$ cat src/rtl/rptw_pkg.sv
// Shared types and constants for the rotated pixel trilinear weight block.
// No dependencies; used by every module under rtl/.
package rptw_pkg;

  // configuration register indexes
  typedef enum logic [3:0] {
    REG_QUAT_W   = 4'd0,
    REG_QUAT_X   = 4'd1,
    REG_QUAT_Y   = 4'd2,
    REG_QUAT_Z   = 4'd3,
    REG_CENTER_X = 4'd4,
    REG_CENTER_Y = 4'd5,
    REG_CENTER_Z = 4'd6,
    REG_GATE     = 4'd7
  } reg_idx_t;

  // input operation codes
  localparam logic OP_LOAD  = 1'b0;
  localparam logic OP_PIXEL = 1'b1;

  localparam int QUEUE_DEPTH = 4;
  localparam int QUEUE_AW    = 2;
  localparam int OUT_DEPTH   = 4;
  localparam int OUT_AW      = 2;
  // box coordinates are carried at the widest size the half side allows
  localparam int COORD_MAX_W = 6;

  // one entry between front and back: a map load or a classified pixel
  typedef struct packed {
    logic                   is_load;
    logic [11:0]            addr;
    logic signed [12:0]     val;
    logic                   rej;
    logic [2:0][COORD_MAX_W-1:0] c0;   // low corner coordinate per axis
    logic [2:0]             ok_lo;     // low corner inside the box per axis
    logic [2:0]             ok_hi;     // high corner inside the box per axis
    logic [2:0][15:0]       frac;
  } qent_t;

  typedef struct packed {
    logic        hit;
    logic [11:0] voxel_id;
    logic [16:0] weight;
    logic [2:0]  corner;
    logic        last;
  } res_t;

  // clamp to [-2^31, 2^31]
  function automatic logic signed [32:0] sat_entry(input logic signed [36:0] v);
    logic signed [32:0] r;
    if (v < -37'sd2147483648) r = -33'sd2147483648;
    else if (v > 37'sd2147483648) r = 33'sd2147483648;
    else r = v[32:0];
    return r;
  endfunction

  // clamp to signed 32 bits
  function automatic logic signed [31:0] sat_word(input logic signed [36:0] v);
    logic signed [31:0] r;
    if (v < -37'sd2147483648) r = 32'sh80000000;
    else if (v > 37'sd2147483647) r = 32'sh7fffffff;
    else r = v[31:0];
    return r;
  endfunction

endpackage

$ cat src/rtl/rptw_queue.sv
// Decoupling queue between front and back end, QUEUE_DEPTH entries of qent_t.
// Depends on rptw_pkg.
module rptw_queue (
  input  logic            clk,
  input  logic            rst,
  input  logic            push,
  input  rptw_pkg::qent_t wdata,
  output logic            full,
  input  logic            pop,
  output logic            nempty,
  output rptw_pkg::qent_t rdata
);
  import rptw_pkg::*;

  qent_t               slots [QUEUE_DEPTH];
  logic [QUEUE_AW-1:0] wp, rp;
  logic [QUEUE_AW:0]   cnt;

  assign full   = (cnt == (QUEUE_AW+1)'(QUEUE_DEPTH));
  assign nempty = (cnt != '0);
  assign rdata  = slots[rp];

  always_ff @(posedge clk) begin
    if (rst) begin
      wp  <= '0;
      rp  <= '0;
      cnt <= '0;
    end else begin
      if (push) wp <= wp + 1'b1;
      if (pop) rp <= rp + 1'b1;
      cnt <= cnt + (QUEUE_AW+1)'(push) - (QUEUE_AW+1)'(pop);
    end
    if (push) slots[wp] <= wdata;
  end

endmodule

$ cat config.mk
export PLATFORM = sky130hd
export DESIGN_NAME = rptw_queue
export DESIGN_NICKNAME = d
export VERILOG_FILES = /design/src/rtl/rptw_pkg.sv /design/src/rtl/rptw_queue.sv
export SDC_FILE = /design/constraint.sdc
export NUM_CORES = 1
export LEC_CHECK = 0
export BUFFER_PORTS_ARGS = -buffer_cell sky130_fd_sc_hd__buf_2
export CAP_MARGIN = 40
export CORE_MARGIN = 2
export CORE_UTILIZATION = 50
export DETAILED_ROUTE_END_ITERATION = 6
export PLACE_DENSITY = 0.74
export SYNTH_ARGS = -nofsm -noshare
export SYNTH_HDL_FRONTEND = slang
export SYNTH_SLANG_ARGS = --single-unit
$ cat constraint.sdc
create_clock -name clk -period 3 [get_ports clk]
set_input_delay 0.15 -clock clk [delete_from_list [all_inputs] [get_ports clk]]
set_output_delay 0.15 -clock clk [all_outputs]
set_load 0.01 [all_outputs]
==> reports/metrics.yaml <==
status:
  run_status: "complete, no violations"
setup_path:
  r2r_start: "wp[0]"
  worst_ep_arrival_time_ps: 2380
  start_kind: "flip-flop"
  cp-end-kind: "output port"
  crit_fanout: 33
  path_class: "reg2out"
  required_ps: 2850
sta:
  relSlewSlack: 0.5350
  slew_viol_final: 0
  setup_tns_ps: 0
  setup_violations: 0
  skew_ps: 10.99
  finalHoldViolations: 0
  worst_slew_pin_slew_ps: 697.5
  min_period_over_period: 0.8431
  fin_crit_ps: 2529
  timing.fmax_mhz: 395.4
  rsz0062_at_grt: "false"
logic_synthesis:
  synth_compound_area_frac: 0.001022
  synth_fp_nets: 669
  yosysMostFrequentCell: "edfxtp_1"
  synthArstFlopShare: 0
  synth-xor-area-share: 0.002811
  syn-mean-instance-area_sq_um: 26.28
  synth_mux_area_frac: 0.1525
  yosysTopAreaCell: "edfxtp_1"
  synth_warnings: 0
  synth_area_leaders: "edfxtp_1, mux4_2, dfxtp_1, ha_1, buf_2"
  synth_cell_type_count: 22
  synthCells: 559
  yosys.area_share.adder: 0.006473
  netlist_top_cells_count: "edfxtp_1, mux4_2, buf_2"
  synthSimpleGateAreaFrac: 0.005195
  syn_area_sq_mm: 0.01469
  synth_edf_count: 396
  yosys_register_bits: 405
  ys_seq_area_frac: 0.8217
  ys.flop_type: "edfxtp_1"
  synth_top_family_by_area: "multiplexers"
  yosysTopAreaCellShare: 0.8095
route:
  avgRoutedWirePerCell_microns: 21.45
  ant_nets: 0
  drcViolationCount: 0
  viasPerCell: 5.421
  firstDrtPassIters: 4
  dr_total_vias: 7150
  finalWirelength_microns: 28290
  drt_iter0_drc: 536
placed_design:
  place.detailed.hpwl_microns: 17230
  place.gp.congestion: 0.7575
  place_area_sq_mm: 0.01629
  portBuffers: 203
power:
  p_per_area_mw_per_mm2: 685.0
  leakage_nw: 6.376
  ir_drop_mv: 0.5083
clock_tree:
  cts_root_buffer: "clkbuf_16"
  cts_tree: "built"
  clock_sinks: 405
  htree_levels: 2
  clk_pin_slew_ps: 60
  numCtsBuffers: 41
  cts_setup_buffers: 0
  clock_latency_ps: 520
  cts_buffer_depth: 3
die:
  ios: 204
  start_util: 0.5104
  fp-row-count: 62
  die_y_microns: 175.4
  dieArea_sq_mm: 0.03077
  fp.dieW_microns: 175.4
  core_sq_mm: 0.02878
finish:
  nets: 1012
  area_growth_pct: 26.74
  postLayoutCellArea_sq_mm: 0.01862
  antenna_cells: 0
  n_fill_cell: 1888
  layout-drive-gt1-share: 0.4107
hold_path:
  min_from: "push"
  hp-class: "in2reg"
grt:
  grt_pass1_wl_microns: 43390
  globalRouteTotalUtil: 0.1857
  grt_overflow: 0
  grt_pass1_vias: 7790
  grt_max_degree: 50
  grt_antenna_before_repair: 0
job:
  drv_cap: 0
-- layer usage --
metal	share of wire	track usage	up-vias	wire, microns
met1	0.38	0.2252	3743	10660
met5	0	0	-	0
met4	0.026	0.05972	0	727
met2	0.54	0.3365	235	15270
met3	0.057	0.03593	64	1626
li1	-	-	3108	-
-- logic make-up (layout without fill, tap and decap cells) --
family,Yosys count,after routing
simple gates,14,14
fa+ha+maj,7,7
mux,100,100
flops,405,405
compound gates,2,2
xor+xnor,3,3
buf+inv,28,404
-- per-stage QoR --
step	power (mW)	setup slack, ps	std cells	hold WS (ps)	utilization
2_1_floorplan	7.383	794.4	559	221.6	-
3_3_place_gp	7.848	975.0	1141	358.5	0.5660
3_5_place_dp	7.913	966.7	1141	366.6	0.5660
4_1_cts	12.89	396.4	1319	2.425	0.6469
5_1_grt	13.19	284.6	1319	38.56	0.6469
6_report	12.75	470.8	1319	27.53	0.6469
-- registers in the layout (all words and copies together), names as in the netlist, named ones only --
signal	count
cnt	3
slots	396
wp	2
rp	2
-- critical path, stage by stage (launching register included) --
cell and delay (ps):
dfxtp_4 810, buf_12 310, mux4_2 550, buf_2 160
-- power breakdown --
group | switching (mW) | internal [mW] | leakage (nW)
registers | 0.111 | 6.50 | 3.71
logic | 0.620 | 0.649 | 2.02
clock network | 1.99 | 2.88 | 0.642
total | 2.72 | 10.0 | 6.38
-- worst paths after layout --
path	end	slack [ps]	cells after the start
setup reg to reg	slots[0][25]	1100	4
hold / removal	wp[1]	30	3
hold reg to reg	flip-flop	520	2
setup / recovery	rdata[71]	470	3
-- repair_timing --
item	in CTS	in global routing
hold buffers	102	0
hold endpoints to repair	405	0
gates resized for setup	0	0
-- cell usage in the layout (no fill, tap or decap), types with 2 or more instances in the layout --
| cell type | instances |
|---|---|
| and2_4 | 4 |
| buf_12 | 7 |
| buf_2 | 203 |
| buf_4 | 10 |
| bufinv_16 | 3 |
| clkbuf_1 | 9 |
| clkbuf_16 | 43 |
| clkinv_1 | 9 |
| clkinv_2 | 8 |
| dfxtp_1 | 7 |
| dfxtp_4 | 2 |
| dlygate4sd3_1 | 102 |
| edfxtp_1 | 396 |
| ha_1 | 6 |
| inv_1 | 6 |
| inv_6 | 2 |
| mux4_2 | 99 |
| nor2_1 | 5 |
| nor2b_1 | 2 |
| xnor2_1 | 2 |
-- cell type report --
cell class	instances	area, sq um	share of cell area
sequential	405	12080	0.6487
multi-input combinational	126	2477	0.1331
timing repair buffer	322	2252	0.1210
clock buffer	52	1110	0.05961
tap	384	480.5	0.02580
clock inverter	24	197.7	0.01062
inverter	6	22.52	0.001210
Note: power is estimated with default switching activity, not from simulation.
